### src/hdl/cls_pkg.sv
`timescale 1ns / 1ps
// shared sizes, codes and command/status types of the circular list store
package cls_pkg;

    localparam int CAPACITY = 16;
    localparam int DATA_W   = 32;
    localparam int IDX_W    = (CAPACITY > 1) ? $clog2(CAPACITY) : 1;
    localparam int CNT_W    = $clog2(CAPACITY + 1);

    // request kinds
    localparam logic [1:0] ACT_INSERT   = 2'd0;
    localparam logic [1:0] ACT_DELETE   = 2'd1;
    localparam logic [1:0] ACT_TRAVERSE = 2'd2;
    localparam logic [1:0] ACT_CLEAR    = 2'd3;

    // result status codes
    localparam logic [2:0] ST_INSERTED = 3'd0;
    localparam logic [2:0] ST_FULL     = 3'd1;
    localparam logic [2:0] ST_REMOVED  = 3'd2;
    localparam logic [2:0] ST_NOTFOUND = 3'd3;
    localparam logic [2:0] ST_EMPTY    = 3'd4;
    localparam logic [2:0] ST_ENTRY    = 3'd5;
    localparam logic [2:0] ST_CLEARED  = 3'd6;

    // result data source
    localparam logic [1:0] SEL_IN  = 2'd0;
    localparam logic [1:0] SEL_VAL = 2'd1;
    localparam logic [1:0] SEL_MEM = 2'd2;

    typedef struct packed {
        logic       pos_clr;
        logic       pos_inc;
        logic       cap_value;
        logic       do_insert;
        logic       do_clear;
        logic       dec_count;
        logic       shift_wr;
        logic       load_res;
        logic [2:0] res_status;
        logic       res_last;
        logic [1:0] res_sel;
    } cls_cmd_t;

    typedef struct packed {
        logic empty;
        logic full;
        logic match;
        logic at_last;
        logic out_free;
    } cls_sts_t;

    // front plus offset, wrapped into the ring
    function automatic logic [IDX_W-1:0] slot_wrap(input logic [IDX_W:0] sum);
        logic [IDX_W:0] cap;
        cap = (IDX_W + 1)'(CAPACITY);
        if (sum >= cap) begin
            slot_wrap = IDX_W'(sum - cap);
        end else begin
            slot_wrap = IDX_W'(sum);
        end
    endfunction

endpackage

### src/hdl/cls_ctrl.sv
`timescale 1ns / 1ps
// request sequencer of the circular list store
module cls_ctrl
    import cls_pkg::*;
(
    input  logic       aclk,
    input  logic       aresetn,
    input  logic       s_tvalid,
    output logic       s_tready,
    input  logic [1:0] action,
    input  cls_sts_t   sts,
    output cls_cmd_t   cmd
);

    localparam logic [1:0] S_IDLE  = 2'd0;
    localparam logic [1:0] S_SRCH  = 2'd1;
    localparam logic [1:0] S_SHIFT = 2'd2;
    localparam logic [1:0] S_TRAV  = 2'd3;

    logic [1:0] state_reg;
    logic [1:0] state_next;

    assign s_tready = (state_reg == S_IDLE) && sts.out_free;

    always_comb begin
        cmd        = '0;
        state_next = state_reg;
        case (state_reg)
            S_IDLE: begin
                cmd.pos_clr  = 1'b1;
                cmd.res_sel  = SEL_IN;
                cmd.res_last = 1'b1;
                if (s_tvalid && s_tready) begin
                    cmd.cap_value = 1'b1;
                    case (action)
                        ACT_INSERT: begin
                            cmd.load_res = 1'b1;
                            if (sts.full) begin
                                cmd.res_status = ST_FULL;
                            end else begin
                                cmd.do_insert  = 1'b1;
                                cmd.res_status = ST_INSERTED;
                            end
                        end
                        ACT_DELETE: begin
                            if (sts.empty) begin
                                cmd.load_res   = 1'b1;
                                cmd.res_status = ST_EMPTY;
                            end else begin
                                state_next = S_SRCH;
                            end
                        end
                        ACT_TRAVERSE: begin
                            if (sts.empty) begin
                                cmd.load_res   = 1'b1;
                                cmd.res_status = ST_EMPTY;
                            end else begin
                                state_next = S_TRAV;
                            end
                        end
                        default: begin
                            cmd.do_clear   = 1'b1;
                            cmd.load_res   = 1'b1;
                            cmd.res_status = ST_CLEARED;
                        end
                    endcase
                end
            end
            S_SRCH: begin
                cmd.res_sel  = SEL_VAL;
                cmd.res_last = 1'b1;
                if (sts.match) begin
                    if (sts.at_last) begin
                        // match on the tail entry, nothing to close up
                        if (sts.out_free) begin
                            cmd.dec_count  = 1'b1;
                            cmd.load_res   = 1'b1;
                            cmd.res_status = ST_REMOVED;
                            state_next     = S_IDLE;
                        end
                    end else begin
                        cmd.pos_inc = 1'b1;
                        state_next  = S_SHIFT;
                    end
                end else if (sts.at_last) begin
                    if (sts.out_free) begin
                        cmd.load_res   = 1'b1;
                        cmd.res_status = ST_NOTFOUND;
                        state_next     = S_IDLE;
                    end
                end else begin
                    cmd.pos_inc = 1'b1;
                end
            end
            S_SHIFT: begin
                // move entry pos down to pos-1, a repeat while stalled is harmless
                cmd.shift_wr = 1'b1;
                cmd.res_sel  = SEL_VAL;
                cmd.res_last = 1'b1;
                if (sts.at_last) begin
                    if (sts.out_free) begin
                        cmd.dec_count  = 1'b1;
                        cmd.load_res   = 1'b1;
                        cmd.res_status = ST_REMOVED;
                        state_next     = S_IDLE;
                    end
                end else begin
                    cmd.pos_inc = 1'b1;
                end
            end
            S_TRAV: begin
                cmd.res_sel    = SEL_MEM;
                cmd.res_status = ST_ENTRY;
                cmd.res_last   = sts.at_last;
                if (sts.out_free) begin
                    cmd.load_res = 1'b1;
                    if (sts.at_last) begin
                        state_next = S_IDLE;
                    end else begin
                        cmd.pos_inc = 1'b1;
                    end
                end
            end
            default: begin
                state_next = S_IDLE;
            end
        endcase
    end

    always_ff @(posedge aclk) begin
        if (!aresetn) begin
            state_reg <= S_IDLE;
        end else begin
            state_reg <= state_next;
        end
    end

endmodule

### src/hdl/cls_dp.sv
`timescale 1ns / 1ps
// entry ring, count and front pointer, walk position and result register
module cls_dp
    import cls_pkg::*;
(
    input  logic                     aclk,
    input  logic                     aresetn,
    input  logic signed [DATA_W-1:0] in_value,
    input  cls_cmd_t                 cmd,
    output cls_sts_t                 sts,
    output logic                     m_tvalid,
    input  logic                     m_tready,
    output logic signed [DATA_W-1:0] m_tdata,
    output logic [2:0]               m_tuser,
    output logic                     m_tlast
);

    logic [DATA_W-1:0] mem [CAPACITY];

    logic [CNT_W-1:0]  count_reg;
    logic [CNT_W-1:0]  count_next;
    logic [IDX_W-1:0]  front_reg;
    logic [IDX_W-1:0]  front_next;
    logic [IDX_W-1:0]  pos_reg;
    logic [IDX_W-1:0]  pos_next;
    logic [DATA_W-1:0] value_reg;
    logic [DATA_W-1:0] rd_data_reg;

    logic              out_valid_reg;
    logic              out_valid_next;
    logic [DATA_W-1:0] out_data_reg;
    logic [2:0]        out_status_reg;
    logic              out_last_reg;

    logic [IDX_W-1:0]  front_dec;
    logic [IDX_W-1:0]  rd_addr;
    logic [IDX_W-1:0]  wr_addr;
    logic [IDX_W:0]    prev_sum;
    logic              wr_en;
    logic [DATA_W-1:0] wr_data;
    logic [DATA_W-1:0] res_data;

    assign front_dec = (front_reg == '0) ? IDX_W'(CAPACITY - 1) : front_reg - 1'b1;

    always_comb begin
        if (cmd.pos_clr) begin
            pos_next = '0;
        end else if (cmd.pos_inc) begin
            pos_next = pos_reg + 1'b1;
        end else begin
            pos_next = pos_reg;
        end
    end

    // read data belongs to entry pos_reg unless the last edge moved the front pointer
    assign rd_addr  = slot_wrap({1'b0, front_reg} + {1'b0, pos_next});
    assign prev_sum = {1'b0, front_reg} + {1'b0, pos_reg} - 1'b1;
    assign wr_addr  = cmd.do_insert ? front_dec : slot_wrap(prev_sum);
    assign wr_en    = cmd.do_insert | cmd.shift_wr;
    assign wr_data  = cmd.do_insert ? in_value : rd_data_reg;

    always_ff @(posedge aclk) begin
        if (wr_en) begin
            mem[wr_addr] <= wr_data;
        end
        rd_data_reg <= mem[rd_addr];
    end

    always_comb begin
        count_next = count_reg;
        front_next = front_reg;
        if (cmd.do_clear) begin
            count_next = '0;
            front_next = '0;
        end else if (cmd.do_insert) begin
            count_next = count_reg + 1'b1;
            front_next = front_dec;
        end else if (cmd.dec_count) begin
            count_next = count_reg - 1'b1;
        end
    end

    always_comb begin
        case (cmd.res_sel)
            SEL_IN:  res_data = in_value;
            SEL_VAL: res_data = value_reg;
            SEL_MEM: res_data = rd_data_reg;
            default: res_data = value_reg;
        endcase
    end

    assign sts.out_free = !out_valid_reg || m_tready;
    assign sts.empty    = (count_reg == '0);
    assign sts.full     = (count_reg == CNT_W'(CAPACITY));
    assign sts.match    = (rd_data_reg == value_reg);
    assign sts.at_last  = ((CNT_W'(pos_reg) + 1'b1) == count_reg);

    always_comb begin
        if (cmd.load_res) begin
            out_valid_next = 1'b1;
        end else if (m_tready) begin
            out_valid_next = 1'b0;
        end else begin
            out_valid_next = out_valid_reg;
        end
    end

    always_ff @(posedge aclk) begin
        if (!aresetn) begin
            count_reg     <= '0;
            front_reg     <= '0;
            pos_reg       <= '0;
            out_valid_reg <= 1'b0;
        end else begin
            count_reg     <= count_next;
            front_reg     <= front_next;
            pos_reg       <= pos_next;
            out_valid_reg <= out_valid_next;
        end
    end

    always_ff @(posedge aclk) begin
        if (cmd.cap_value) begin
            value_reg <= in_value;
        end
        if (cmd.load_res) begin
            out_data_reg   <= res_data;
            out_status_reg <= cmd.res_status;
            out_last_reg   <= cmd.res_last;
        end
    end

    assign m_tvalid = out_valid_reg;
    assign m_tdata  = out_data_reg;
    assign m_tuser  = out_status_reg;
    assign m_tlast  = out_last_reg;

endmodule

### src/hdl/circular_list_store.sv
`timescale 1ns / 1ps
// top level of the circular list store: sequencer, datapath and checks
//
//  channel | direction | tdata            | tuser          | tlast
//  s_      | in        | [31:0] value     | [1:0] action   | -
//  m_      | out       | [31:0] data      | [2:0] status   | last
//
// insert, clear and requests on an empty store are answered straight from the idle state
// delete searches entry by entry from the front for the value, then moves each later entry
// down one slot to close the gap; no match up to the tail gives not-found
// traverse gives the entries from the front, one word per cycle out of the entry ram
// while the output is free; its single read port walks the ring one slot per cycle
// synchronous reset empties the store, the ram itself is not cleared
// a stalled output holds a traverse in place and holds the final word of a delete;
// a new request is taken once idle with the result register free
module circular_list_store
    import cls_pkg::*;
(
    input  logic                     aclk,
    input  logic                     aresetn,
    input  logic                     s_tvalid,
    output logic                     s_tready,
    input  logic signed [DATA_W-1:0] s_tdata,   // [31:0] value
    input  logic [1:0]               s_tuser,   // [1:0] action
    output logic                     m_tvalid,
    input  logic                     m_tready,
    output logic signed [DATA_W-1:0] m_tdata,   // [31:0] data
    output logic [2:0]               m_tuser,   // [2:0] status
    output logic                     m_tlast
);

    cls_cmd_t cmd;
    cls_sts_t sts;

    cls_ctrl u_ctrl (
        .aclk     (aclk),
        .aresetn  (aresetn),
        .s_tvalid (s_tvalid),
        .s_tready (s_tready),
        .action   (s_tuser),
        .sts      (sts),
        .cmd      (cmd)
    );

    cls_dp u_dp (
        .aclk     (aclk),
        .aresetn  (aresetn),
        .in_value (s_tdata),
        .cmd      (cmd),
        .sts      (sts),
        .m_tvalid (m_tvalid),
        .m_tready (m_tready),
        .m_tdata  (m_tdata),
        .m_tuser  (m_tuser),
        .m_tlast  (m_tlast)
    );

    // a request is only taken when the result register can take its word
    a_accept_room: assert property (@(posedge aclk) disable iff (!aresetn)
        (s_tvalid && s_tready) |-> (!m_tvalid || m_tready))
        else $error("request accepted while result register blocked");

    // every status word other than a traverse entry ends its request
    a_single_last: assert property (@(posedge aclk) disable iff (!aresetn)
        (m_tvalid && (m_tuser != ST_ENTRY)) |-> m_tlast)
        else $error("single-word result without last");

    // store cannot be full and empty at once
    a_count_sane: assert property (@(posedge aclk) disable iff (!aresetn)
        !(sts.full && sts.empty))
        else $error("count inconsistent");

    // no ring moves while a new request can be taken
    a_idle_quiet: assert property (@(posedge aclk) disable iff (!aresetn)
        s_tready |-> (!cmd.shift_wr && !cmd.pos_inc))
        else $error("walk activity while idle");

endmodule
### config.mk
export PLATFORM = sky130hd
export DESIGN_NAME = circular_list_store
export DESIGN_NICKNAME = d
export VERILOG_FILES = /design/src/hdl/cls_pkg.sv /design/src/hdl/cls_ctrl.sv /design/src/hdl/cls_dp.sv /design/src/hdl/circular_list_store.sv
export SDC_FILE = /design/constraint.sdc
export NUM_CORES = 1
export LEC_CHECK = 0
export BUFFER_PORTS_ARGS = -buffer_cell sky130_fd_sc_hd__buf_4
export CAP_MARGIN = 15
export CORE_ASPECT_RATIO = 0.7
export CORE_MARGIN = 1.5
export CORE_UTILIZATION = 67
export DETAILED_ROUTE_END_ITERATION = 6
export GPL_TIMING_DRIVEN = 0
export PLACE_DENSITY = 0.91
export SETUP_SLACK_MARGIN = 0.15
export SLEW_MARGIN = 20
export SYNTH_ARGS = -nofsm -noshare
export SYNTH_HDL_FRONTEND = slang
export SYNTH_SLANG_ARGS = --single-unit
### constraint.sdc
create_clock -name aclk -period 16.84 [get_ports aclk]
set_clock_uncertainty 0.2 [all_clocks]
set_input_delay 0.842 -clock aclk [delete_from_list [all_inputs] [get_ports aclk]]
set_output_delay 0.842 -clock aclk [all_outputs]
set_load 0.1 [all_outputs]
==> run metrics <==
Post-Route Hold Slack 0.225 ns; first-pass GRT wire length between 90 and 100 mm; Chip Width 235 um; fraction of synthesis flops using an asynchronous set or reset pin 0; number of cells in the finished layout apart from fillers 2083; Routed WL per cell 32.1 um; total congestion overflow 0; number of buffers added for setup after CTS 0; CTS max path bufs 3; Worst setup EP type register; depth of the worst register-to-register path 13; detailed router's first-iteration violation count 2196; Max-Slew Margin vs Limit 0.240; mean instance size in the synthesized netlist 18.4 um2; share of Yosys cell area claimed by the top area cell type 0.691; area leader, netlist edfxtp_1; static leakage slightly above 10 nW; number of flip-flops under the largest register name just over 500; total wire length after detailed routing 66.9 mm; slew at the pin with the worst max-slew slack 1.14 ns; port bufs between 70 and 80; nets in the synthesized netlist 1437; cell with the most instances after synthesis edfxtp_1; fraction of the cycle the final worst path needs 0.340; combinational fraction of design power 0.259; total clock buffers created by CTS 55; reg2reg setup slack roughly 11 ns; post-placement cell count roughly 2000; post-CTS clock slew at the launch and capture registers of the worst setup and hold paths 0.07 ns; final setup violation count 0; number of register bits inferred by synthesis approximately 630; area of combinational cells with multiple inputs around 6500 um2; total of hold buffers inserted after clock tree synthesis 0; share of power burned in the clock network 0.279; Final HPWL DP about 42 mm; peak ir drop on the vdd network 0.0994 mV; required time reported for the critical path endpoint between 15 and 20 ns; post-route antenna net violation count 0; max-cap viol count 0; CTS tree done; hold wc startpoint s_tdata[28]; Min-Delay Path Class in -> reg; register share of total power 0.461; startpoint of the most critical register-to-register path u_dp.pos_reg[0]; Post-synth top cells 580 x edfxtp_1, 152 x nand2_1, 128 x mux4_2, 99 x mux2i_1, 52 x clkbuf_1; total DRC errors in the routed layout 0; Initial Utilization 0.679; post-synthesis instance area 25200 um2; RSZ-0062 raised after global routing false; maximum number of pins on one net before global-route repair 23; die area 38800 um2; Final Critical Period between 5 and 6 ns; number of antenna violations at the first check in global routing 1; PostCTS Resize Cnt 0; Hold Path Cell Cnt 1; warning count from the yosys run 0; die boundary height 165 um; end point of the worst hold path u_dp.value_reg[28]; sequential share of the synthesized area 0.729; clock tree root driver cell clkbuf_16; total net switching power 1.45 mW; Cell Rows 59; Unique masters post-synth 54; largest fanout on the critical path 10; number of hold violations in the final report 0; number of filler cells placed in the layout about 1800; fraction of layout cells with a size suffix above 1 0.226; global-route usage over all layers 0.352; share of total power consumed by net switching 0.329; synthesized instance count 1373; Int Power 2.97 mW; main flop type after synthesis edfxtp_1; NumNets Final around 1600; sinks on the clock net 628; antenna cells 0; EDFF count, synth 580; number of iterations in the first detailed-routing pass 5; H-Tree Depth 2; via-per-instance ratio 7.10; I/O pin total 76; DR vias 14787; area inside the core boundary 37100 um2; total area of sequential cells approximately 18000 um2; arrival time at the worst endpoint 5.97 ns; GPL Wtd Cong between 0.8 and 0.9; P per Cell Area 154 nW/um2; Post-Route Setup TNS 0 ns; end of the worst register-to-register path u_dp.rd_data_reg[31]; clock insertion delay at the later pin of the skew report 0.62 ns; max-slew violations 0; run status finished clean; kind of launch point of the worst setup path register; synth-to-layout area growth 13.7%; worst setup path class reg -> reg; maximum clock rate between 150 and 200 MHz; leading post-synthesis cells by cell area edfxtp_1 69%, mux4_2 11%, mux2i_1 3.9%; top register by number of flip-flops u_dp.mem; number of global-route vias before repair 14883
## logic make-up (layout without fill, tap and decap cells)
| kind of cell | count (synthesis) | count (layout) | synth area share |
|---|---|---|---|
| buffers and inverters | 88 | 310 | 0.0143 |
| AOI/OAI and AO/OA | 119 | 119 | 0.0309 |
| muxes | 227 | 227 | 0.154 |
| xor gates and xnor gates | 47 | 47 | 0.0166 |
| adders and majority gates | 26 | 26 | 0.0138 |
| DFF | 628 | 628 | 0.729 |
| and+or+nand+nor | 238 | 238 | 0.0421 |
## power groups by stage
stage / registers (mW) / clock network (mW) / logic, mW
floorplan: 2.22 / 0 / 0.568
global placement: 2.06 / 0 / 1.03
detailed placement: 2.06 / 0 / 1.10
CTS: 2.04 / 1.23 / 1.12
global route: 2.05 / 1.29 / 1.19
finish: 2.04 / 1.23 / 1.15
## how the worst max path moves through the flow
stage | startpoint | end | slack [ns]
finish | u_dp.pos_reg[0] | u_dp.rd_data_reg[31] | 11.12
global route | u_dp.pos_reg[0] | u_dp.rd_data_reg[31] | 10.89
CTS | u_dp.pos_reg[0] | u_dp.rd_data_reg[30] | 11.25
detailed placement | u_dp.pos_reg[0] | u_dp.rd_data_reg[17] | 11.41
global placement | m_tready | u_dp.mem[6][15] | 6.91
floorplan | m_tready | u_dp.mem[0][0] | 10.66
## cell usage in the layout (no fill, tap or decap), types with 12 or more instances in the layout
cell / netlist / layout
a21oi_1: 12 / 12
a22oi_1: 32 / 32
buf_4: 0 / 103
clkbuf_1: 52 / 68
clkbuf_16: 0 / 55
clkinv_2: 0 / 12
dfxtp_1: 48 / 48
edfxtp_1: 580 / 580
ha_1: 23 / 23
inv_1: 18 / 18
mux2i_1: 99 / 99
mux4_2: 128 / 128
nand2_1: 152 / 152
nor2_1: 26 / 26
o21ai_0: 44 / 44
xor2_1: 35 / 35
## layout make-up
type | instances | share of cell area
buffer | 69 | 0.0105
clock buffer | 76 | 0.0518
multi-input combinational | 657 | 0.228
sequential | 628 | 0.641
inverter | 19 | 0.00249
clock inverter | 26 | 0.00789
tap | 488 | 0.0213
timing repair buffer | 120 | 0.0375
## metal layers
layer	up-vias	GRT usage	part of all wire
met2	1334	0.568	0.48
met4	2	0.200	0.057
met3	290	0.0869	0.13
met5	-	0	0.00016
li1	5805	-	-
met1	7356	0.450	0.34
## critical path, stage by stage (launching register included)
cell and delay (ns):
dfxtp_1 0.38, ha_1 0.30, o21ba_1 0.21, a221o_1 0.41
a211oi_1 0.49, or3_1 0.26, mux2i_1 0.26, nor2_1 0.12
fa_1 0.61, clkbuf_1 0.68, clkbuf_1 0.86, mux4_2 0.44
mux2i_1 0.22, mux2i_1 0.14
## through the flow
stage | setup slack, ns | cell area (um2) | util | total power, mW
6_report | 11.12 | 28700 | 0.773 | 4.42
5_1_grt | 10.89 | 28700 | 0.773 | 4.52
4_1_cts | 11.25 | 28700 | 0.772 | 4.38
3_5_place_dp | 11.41 | 27000 | 0.726 | 3.16
3_3_place_gp | 6.91 | 26400 | 0.711 | 3.09
2_1_floorplan | 10.66 | 25200 | - | 2.79
No activity file was read; power rests on OpenSTA's default activity.
